<file path="src/rtl/core/hjg_pkg.sv">
// shared widths, constants and types of the halton jitter generator
package hjg_pkg;

    // field widths
    localparam int FRAME_W   = 31;
    localparam int COUNT_W   = 11;
    localparam int FRAC_BITS = 16;
    localparam int OUT_W     = 16;

    // phase count limit and the largest base-3 denominator (3^7) in bits
    localparam int MAX_PHASES = 1024;
    localparam int DEN_W      = 12;

    // iteration counter width and counts of the two long divisions
    localparam int ITER_W      = 5;
    localparam int MOD_STEPS   = FRAME_W;
    localparam int FRAC_STEPS  = FRAC_BITS;

    // reciprocal of three for an 11-bit value: q = (n * 683) >> 11
    localparam int RECIP3_W     = 10;
    localparam int RECIP3_SHIFT = 11;
    localparam logic [RECIP3_W-1:0] RECIP3 = RECIP3_W'(683);

    // reset value of the phase count register
    localparam logic [COUNT_W-1:0] PHASE_COUNT_RESET = COUNT_W'(8);

    // result of one restoring division step
    typedef struct packed {
        logic             q_bit;
        logic [DEN_W-1:0] rem;
    } step_t;

endpackage

</file>
<file path="src/rtl/core/hjg_if.sv">
// valid/ready channels of the halton jitter generator

// frame index item channel
interface hjg_frame_if;
    logic                         valid;
    logic                         ready;
    logic [hjg_pkg::FRAME_W-1:0]  frame_index;

    modport source (output valid, output frame_index, input ready);
    modport sink   (input valid, input frame_index, output ready);
endinterface

// jitter pair item channel
interface hjg_jitter_if;
    logic                              valid;
    logic                              ready;
    logic signed [hjg_pkg::OUT_W-1:0]  jitter_x;
    logic signed [hjg_pkg::OUT_W-1:0]  jitter_y;

    modport source (output valid, output jitter_x, output jitter_y, input ready);
    modport sink   (input valid, input jitter_x, input jitter_y, output ready);
endinterface

</file>
<file path="src/rtl/core/hjg_div_step.sv">
// shared restoring division step: shift in one bit, compare and subtract
module hjg_div_step
(
    input  logic [hjg_pkg::DEN_W-1:0] rem,
    input  logic                      bit_in,
    input  logic [hjg_pkg::DEN_W-1:0] divisor,
    output hjg_pkg::step_t            result
);

    logic [hjg_pkg::DEN_W:0] shifted;
    logic [hjg_pkg::DEN_W:0] diff;
    logic                    fits;

    // partial remainder with the next dividend bit
    assign shifted = {rem, bit_in};
    assign fits    = (shifted >= {1'b0, divisor});
    assign diff    = shifted - {1'b0, divisor};

    // remainder stays below the divisor, so it fits back in DEN_W bits
    always_comb
    begin
        result.q_bit = fits;
        result.rem   = fits ? diff[hjg_pkg::DEN_W-1:0] : shifted[hjg_pkg::DEN_W-1:0];
    end

endmodule

</file>
<file path="src/rtl/core/halton_jitter_generator.sv">
// halton jitter generator top level: sequencer around one shared division step
// one item at a time: the shared compare-subtract step is
//   used 31 times for the phase modulo and 16 times for the base-3 fraction
// the next item is taken while a finished result still waits to be delivered
// reset: asynchronous, active low; phase count returns to 8, no item in flight
module halton_jitter_generator
(
    input  logic                             clk,
    input  logic                             rst_n,
    input  logic                             cfg_we,
    input  logic [hjg_pkg::COUNT_W-1:0]      cfg_wdata,
    hjg_frame_if.sink                        frame_in,
    hjg_jitter_if.source                     jitter_out
);

    typedef enum logic [2:0] {
        ST_IDLE,
        ST_MOD,
        ST_DIGIT,
        ST_FRAC,
        ST_DONE
    } state_t;

    state_t                            state_reg, state_next;
    logic [hjg_pkg::COUNT_W-1:0]       phase_count_reg, phase_count_next;
    logic [hjg_pkg::ITER_W-1:0]        iter_reg, iter_next;
    logic [hjg_pkg::FRAME_W-1:0]       frame_reg, frame_next;
    logic [hjg_pkg::DEN_W-1:0]         rem_reg, rem_next;
    logic [hjg_pkg::COUNT_W-1:0]       n_reg, n_next;
    logic [hjg_pkg::DEN_W-1:0]         num_reg, num_next;
    logic [hjg_pkg::DEN_W-1:0]         den_reg, den_next;
    logic [hjg_pkg::FRAC_BITS-1:0]     xq_reg, xq_next;
    logic [hjg_pkg::FRAC_BITS-1:0]     yq_reg, yq_next;
    logic                              out_valid_reg, out_valid_next;
    logic [hjg_pkg::OUT_W-1:0]         jx_reg, jx_next;
    logic [hjg_pkg::OUT_W-1:0]         jy_reg, jy_next;

    logic [hjg_pkg::COUNT_W-1:0]       count_eff;
    logic [hjg_pkg::DEN_W-1:0]         divisor;
    logic                              bit_in;
    hjg_pkg::step_t                    step;
    logic [hjg_pkg::COUNT_W-1:0]       phase;
    logic [hjg_pkg::FRAC_BITS-1:0]     phase_rev;
    logic [hjg_pkg::COUNT_W+hjg_pkg::RECIP3_W-1:0] prod3;
    logic [hjg_pkg::RECIP3_W-1:0]      q3;
    logic [hjg_pkg::DEN_W-1:0]         three_q;
    logic [hjg_pkg::DEN_W-1:0]         digit_full;
    logic [1:0]                        digit;
    logic [hjg_pkg::DEN_W:0]           num3;
    logic [hjg_pkg::DEN_W:0]           den3;
    logic                              out_free;

    // phase count clamped to 1..MAX_PHASES
    always_comb
    begin
        if (phase_count_reg == '0)
        begin
            count_eff = hjg_pkg::COUNT_W'(1);
        end
        else if (phase_count_reg > hjg_pkg::COUNT_W'(hjg_pkg::MAX_PHASES))
        begin
            count_eff = hjg_pkg::COUNT_W'(hjg_pkg::MAX_PHASES);
        end
        else
        begin
            count_eff = phase_count_reg;
        end
    end

    // operands of the shared step: modulo by phase count, then fraction by 3^k
    assign divisor = (state_reg == ST_MOD) ? {{(hjg_pkg::DEN_W-hjg_pkg::COUNT_W){1'b0}}, count_eff}
                                           : den_reg;
    assign bit_in  = (state_reg == ST_MOD) ? frame_reg[hjg_pkg::FRAME_W-1] : 1'b0;

    hjg_div_step u_step
    (
        .rem     (rem_reg),
        .bit_in  (bit_in),
        .divisor (divisor),
        .result  (step)
    );

    // phase from the final remainder; base 2 radical inverse is a bit reversal
    assign phase = step.rem[hjg_pkg::COUNT_W-1:0] + hjg_pkg::COUNT_W'(1);

    always_comb
    begin
        phase_rev = '0;
        for (int i = 0; i < hjg_pkg::COUNT_W; i++)
        begin
            phase_rev[hjg_pkg::FRAC_BITS-1-i] = phase[i];
        end
    end

    // one base-3 digit: divide by three through the reciprocal
    assign prod3      = n_reg * hjg_pkg::RECIP3;
    assign q3         = prod3[hjg_pkg::RECIP3_SHIFT +: hjg_pkg::RECIP3_W];
    assign three_q    = {1'b0, q3, 1'b0} + {2'b00, q3};
    assign digit_full = {1'b0, n_reg} - three_q;
    assign digit      = digit_full[1:0];
    assign num3       = {num_reg, 1'b0} + {1'b0, num_reg} + {{(hjg_pkg::DEN_W-1){1'b0}}, digit};
    assign den3       = {den_reg, 1'b0} + {1'b0, den_reg};

    assign out_free = !out_valid_reg || jitter_out.ready;

    // sequencer
    always_comb
    begin
        state_next       = state_reg;
        phase_count_next = phase_count_reg;
        iter_next        = iter_reg;
        frame_next       = frame_reg;
        rem_next         = rem_reg;
        n_next           = n_reg;
        num_next         = num_reg;
        den_next         = den_reg;
        xq_next          = xq_reg;
        yq_next          = yq_reg;
        out_valid_next   = out_valid_reg;
        jx_next          = jx_reg;
        jy_next          = jy_reg;

        if (cfg_we)
        begin
            phase_count_next = cfg_wdata;
        end

        if (out_valid_reg && jitter_out.ready)
        begin
            out_valid_next = 1'b0;
        end

        unique case (state_reg)
            ST_IDLE:
            begin
                if (frame_in.valid)
                begin
                    frame_next = frame_in.frame_index;
                    rem_next   = '0;
                    iter_next  = hjg_pkg::ITER_W'(hjg_pkg::MOD_STEPS - 1);
                    state_next = ST_MOD;
                end
            end
            ST_MOD:
            begin
                frame_next = {frame_reg[hjg_pkg::FRAME_W-2:0], 1'b0};
                rem_next   = step.rem;
                iter_next  = iter_reg - hjg_pkg::ITER_W'(1);
                if (iter_reg == '0)
                begin
                    n_next     = phase;
                    xq_next    = phase_rev;
                    num_next   = '0;
                    den_next   = hjg_pkg::DEN_W'(1);
                    state_next = ST_DIGIT;
                end
            end
            ST_DIGIT:
            begin
                if (n_reg == '0)
                begin
                    rem_next   = num_reg;
                    iter_next  = hjg_pkg::ITER_W'(hjg_pkg::FRAC_STEPS - 1);
                    state_next = ST_FRAC;
                end
                else
                begin
                    n_next   = q3;
                    num_next = num3[hjg_pkg::DEN_W-1:0];
                    den_next = den3[hjg_pkg::DEN_W-1:0];
                end
            end
            ST_FRAC:
            begin
                rem_next  = step.rem;
                yq_next   = {yq_reg[hjg_pkg::FRAC_BITS-2:0], step.q_bit};
                iter_next = iter_reg - hjg_pkg::ITER_W'(1);
                if (iter_reg == '0)
                begin
                    state_next = ST_DONE;
                end
            end
            ST_DONE:
            begin
                // subtracting one half flips the top bit of a 16-bit fraction
                if (out_free)
                begin
                    out_valid_next = 1'b1;
                    jx_next        = {~xq_reg[hjg_pkg::FRAC_BITS-1], xq_reg[hjg_pkg::FRAC_BITS-2:0]};
                    jy_next        = {~yq_reg[hjg_pkg::FRAC_BITS-1], yq_reg[hjg_pkg::FRAC_BITS-2:0]};
                    state_next     = ST_IDLE;
                end
            end
            default:
            begin
                state_next = ST_IDLE;
            end
        endcase
    end

    // state, phase count, iteration count and output valid registers
    always_ff @(posedge clk or negedge rst_n)
    begin
        if (!rst_n)
        begin
            state_reg       <= ST_IDLE;
            phase_count_reg <= hjg_pkg::PHASE_COUNT_RESET;
            out_valid_reg   <= 1'b0;
            iter_reg        <= '0;
        end
        else
        begin
            state_reg       <= state_next;
            phase_count_reg <= phase_count_next;
            out_valid_reg   <= out_valid_next;
            iter_reg        <= iter_next;
        end
    end

    // datapath registers
    always_ff @(posedge clk)
    begin
        frame_reg <= frame_next;
        rem_reg   <= rem_next;
        n_reg     <= n_next;
        num_reg   <= num_next;
        den_reg   <= den_next;
        xq_reg    <= xq_next;
        yq_reg    <= yq_next;
        jx_reg    <= jx_next;
        jy_reg    <= jy_next;
    end

    // channel outputs
    assign frame_in.ready      = (state_reg == ST_IDLE);
    assign jitter_out.valid    = out_valid_reg;
    assign jitter_out.jitter_x = jx_reg;
    assign jitter_out.jitter_y = jy_reg;

endmodule
</file>
<file path="src/flat_wrapper.sv">
// flat-port wrapper written by rule: the top's interface ports become plain ports
module halton_jitter_generator_flat 
  (clk, rst_n, cfg_we, cfg_wdata, frame_in_valid, frame_in_frame_index, frame_in_ready, jitter_out_valid, jitter_out_jitter_x, jitter_out_jitter_y, jitter_out_ready);
  hjg_frame_if frame_in_i ();
  hjg_jitter_if jitter_out_i ();
  input  logic clk;
  input  logic rst_n;
  input  logic cfg_we;
  input  logic [hjg_pkg::COUNT_W-1:0] cfg_wdata;
  input wire logic [$bits(frame_in_i.valid)-1:0] frame_in_valid;
  input wire logic [$bits(frame_in_i.frame_index)-1:0] frame_in_frame_index;
  output wire logic [$bits(frame_in_i.ready)-1:0] frame_in_ready;
  output wire logic [$bits(jitter_out_i.valid)-1:0] jitter_out_valid;
  output wire logic [$bits(jitter_out_i.jitter_x)-1:0] jitter_out_jitter_x;
  output wire logic [$bits(jitter_out_i.jitter_y)-1:0] jitter_out_jitter_y;
  input wire logic [$bits(jitter_out_i.ready)-1:0] jitter_out_ready;
  assign frame_in_i.valid = frame_in_valid;
  assign frame_in_i.frame_index = frame_in_frame_index;
  assign frame_in_ready = frame_in_i.ready;
  assign jitter_out_valid = jitter_out_i.valid;
  assign jitter_out_jitter_x = jitter_out_i.jitter_x;
  assign jitter_out_jitter_y = jitter_out_i.jitter_y;
  assign jitter_out_i.ready = jitter_out_ready;
  halton_jitter_generator u_core (.clk(clk), .rst_n(rst_n), .cfg_we(cfg_we), .cfg_wdata(cfg_wdata), .frame_in(frame_in_i), .jitter_out(jitter_out_i));
endmodule
</file>
<file path="config.mk">
export PLATFORM = sky130hd
export DESIGN_NAME = halton_jitter_generator_flat
export DESIGN_NICKNAME = d
export VERILOG_FILES = /design/src/rtl/core/hjg_pkg.sv /design/src/rtl/core/hjg_if.sv /design/src/rtl/core/hjg_div_step.sv /design/src/rtl/core/halton_jitter_generator.sv /design/src/flat_wrapper.sv
export SDC_FILE = /design/constraint.sdc
export NUM_CORES = 1
export LEC_CHECK = 0
export BUFFER_PORTS_ARGS = -buffer_cell sky130_fd_sc_hd__buf_2
export CAP_MARGIN = 20
export CORE_ASPECT_RATIO = 0.9
export CORE_MARGIN = 3
export CORE_UTILIZATION = 45
export CTS_CLUSTER_SIZE = 12
export DETAILED_ROUTE_END_ITERATION = 10
export GPL_ROUTABILITY_DRIVEN = 1
export PLACE_DENSITY = 0.67
export SLEW_MARGIN = 15
export SYNTH_ARGS = -nofsm -noshare
export SYNTH_HDL_FRONTEND = slang
export SYNTH_HIERARCHICAL = 1
export SYNTH_SLANG_ARGS = --single-unit
</file>
<file path="constraint.sdc">
create_clock -name clk -period 7.97 [get_ports clk]
set_input_delay 0.797 -clock clk [delete_from_list [all_inputs] [get_ports clk]]
set_output_delay 0.797 -clock clk [all_outputs]
set_load 0.005 [all_outputs]
</file>
==> reports/qor.txt <==
# IOs: 81
die area: 23,900 um^2
# Post-CTS Setup Buffers: 0
setup violators final: 0
global route total overflow: 0
Crit Path Class: flip-flop to flip-flop
DRC: 0
TritonCTS Sinks: 151
synth unique cells: 73
Area Growth Syn to Fin: 12.2%
initial antenna violation count: 0
worst relative slew slack: 0.339
RSZ-0062 raised after global routing: no
router iterations before antenna repair: 5
Die H: 147 um
Via-to-Cell Ratio: 5.17
FILL cells: 1,865
clock root buffer: clkbuf_16
MaxCap Viol Count: 0
status: finished, final reports clean
CTS Buf Count: 17
Ant. Diodes: 0
kind of end point of the critical path: flip-flop
worst r2r path cells: 27
fin crit share: 0.918
register area: 4440 um^2
Worst Skew: 0.00692 ns
vias in the first global route: 6,566
Worst Tran Pin Value: 0.990 ns
CORE AREA: 21,200 um^2
Final ANT Viol Nets: 0
Yosys reg bits: 151
vias: 6,623
# rows: 50
Startpoint Class: flip-flop
area of the multi-input gates: 4980 um^2
pin count of the biggest net entering global routing: 44
CP required: 8.14 ns
Synth warnings: 6
Synth Flop Type: edfxtp_1
Routed WL: 19,100 um
type of the worst min-delay path: input port to asynchronous set/reset pin
worst path arrival time: 7.49 ns
Async S/R FF share, synth: 0.132
Synth Cell Area: 9930 um^2
GRT Util Overall: 0.168
Die X: 163 um
global-route wire length before repair: 32,300 um
dpl hpwl: 14,500 um
sequential share of the synthesized area: 0.447
Skew-Pair Late Insertion Delay: 0.42 ns
cells after synthesis: 915
max FFs per register: 31
total negative slack: 0 ns
crit path max fanout: 17
Post-CTS Hold Buffers: 0
quantity of gates resized following cts: 0
RD Place Congestion: 0.834
Final Hold Vio Count: 0
IO buf count: 75
Clock Pin Slew Worst Setup and Hold Paths: 0.07 ns
Starting Density: 0.468
share of post-route cells with drive strength above 1: 0.152
Avg Cell Area, Syn: 10.9 um^2
H-tree depth: 4
Nets: 1,170
CTS tree: built
Post-synth EDFFs: 131
post-layout min period: 7.32 ns
count of final max-slew check failures: 0
highest clock rate: 137 MHz
1st-iter DRT viols: 455
Wirelength per Cell: 14.9 um
clock tree buffer depth: 2
==> per-stage QoR <==
stage               instance area, um^2   util  hold slack, ns  cells  worst slack (ns)
floorplan                          9950      -           0.400    919              1.14
global placement                  10600  0.498           0.403   1250             0.769
detailed placement                10600  0.498           0.405   1250             0.680
CTS                               11100  0.526           0.319   1282             0.643
global route                      11100  0.526           0.333   1282             0.136
finish                            11100  0.526           0.315   1282             0.652
==> cells by family after synthesis <==
logic type	share of synthesized area
DFF	0.447
buffers and inverters	0.0550
other	0.000378
adders and majority gates	0.200
xor gates and xnor gates	0.0397
muxes	0.0283
AOI/OAI and AO/OA	0.0977
and+or+nand+nor	0.132
==> worst max-delay path: stages (launching register included) <==
cell and delay [ns]:
edfxtp_1 0.55, ha_1 0.42, inv_1 0.07, fa_1 0.48, inv_1 0.06, fa_1 0.52
fa_1 0.53, fa_1 0.40, ha_1 0.46, nor4b_1 0.22, a31o_2 0.22, nor3_1 0.15
nand4_1 0.15, ha_1 0.20, nor2_1 0.12, xnor2_1 0.15, xnor2_1 0.10, fa_1 0.48
inv_1 0.04, ha_1 0.21, a21o_1 0.18, a21oi_1 0.21, o21bai_1 0.10, a2111oi_0 0.41
nor3_1 0.16, a31oi_1 0.23, xor2_1 0.16, nor2_1 0.05
==> placed cells by master (no fill, tap or decap), drive strengths merged, types with 18 or more instances in the layout <==
master,instances
buf,83
edfxtp,131
xnor2,29
o21ai,26
clkbuf,18
mux2,20
ha,110
fa,30
dfrtp,19
nor2,54
inv,100
a21oi,30
nand2,144
==> per-layer routing <==
| layer | vias to the layer above | global-route usage | part of all wire |
|---|---|---|---|
| met1 | 3121 | 0.244 | 0.50 |
| met3 | 13 | 0.0350 | 0.051 |
| met5 | - | 0 | 0 |
| met4 | 0 | 0.0342 | 0.0078 |
| met2 | 151 | 0.262 | 0.44 |
| li1 | 3338 | - | - |
==> synth_stat cells (2+ instances only) <==
cell,count,area [um^2]
mux2_2,13,146
nor2_1,53,199
a21oi_1,29,145
mux2_4,7,105
and3_1,7,43.8
a31oi_1,5,31.3
ha_1,110,1380
inv_1,93,349
a311o_1,2,20.0
nor2b_1,8,50.1
clkbuf_1,23,86.3
o31ai_1,4,30.0
buf_1,2,7.51
buf_4,7,52.6
buf_2,3,15.0
a211o_1,3,26.3
a21boi_0,3,22.5
a21o_1,15,113
nand2_1,144,541
mux2i_1,3,30.0
o21a_1,8,60.1
nand3b_1,8,60.1
nor4b_1,2,17.5
fa_1,30,601
nand4_1,7,43.8
a22o_1,13,114
and2_1,10,62.6
xor2_1,16,140
nor3_1,15,75.1
o21ai_0,25,125
xnor2_1,29,254
a41o_1,2,20.0
edfxtp_1,131,3930
nor4_1,7,43.8
a31oi_2,2,25.0
a211oi_1,2,15.0
nand2b_1,8,50.1
nand3_1,12,60.1
o21bai_1,2,15.0
dfrtp_1,19,475
==> path summary, 6_finish.rpt <==
path                                   startpoint                              to  slack [ns]
worst max-delay path              u_core/n_reg[1]              u_core/num_reg[10]        0.65
worst min-delay path                        rst_n       u_core/phase_count_reg[7]        0.32
worst max register to register    u_core/n_reg[1]              u_core/num_reg[10]        0.65
worst min register to register  u_core/xq_reg[12]  u_core/jitter_out.jitter_x[12]        0.41
max in group asynchronous                   rst_n       u_core/phase_count_reg[3]        7.31
min in group clk                u_core/xq_reg[12]  u_core/jitter_out.jitter_x[12]        0.41
==> cell type report <==
cell class                 instances  share of cell area
clock buffer                      18              0.0385
clock inverter                    14              0.0143
inverter                          93              0.0313
multi-input combinational        637               0.447
sequential                       151               0.398
tap                              286              0.0321
timing repair buffer              83              0.0391
Power is not shown: default switching activity piles up to over one toggle a cycle in this logic, so the estimate is an artifact.
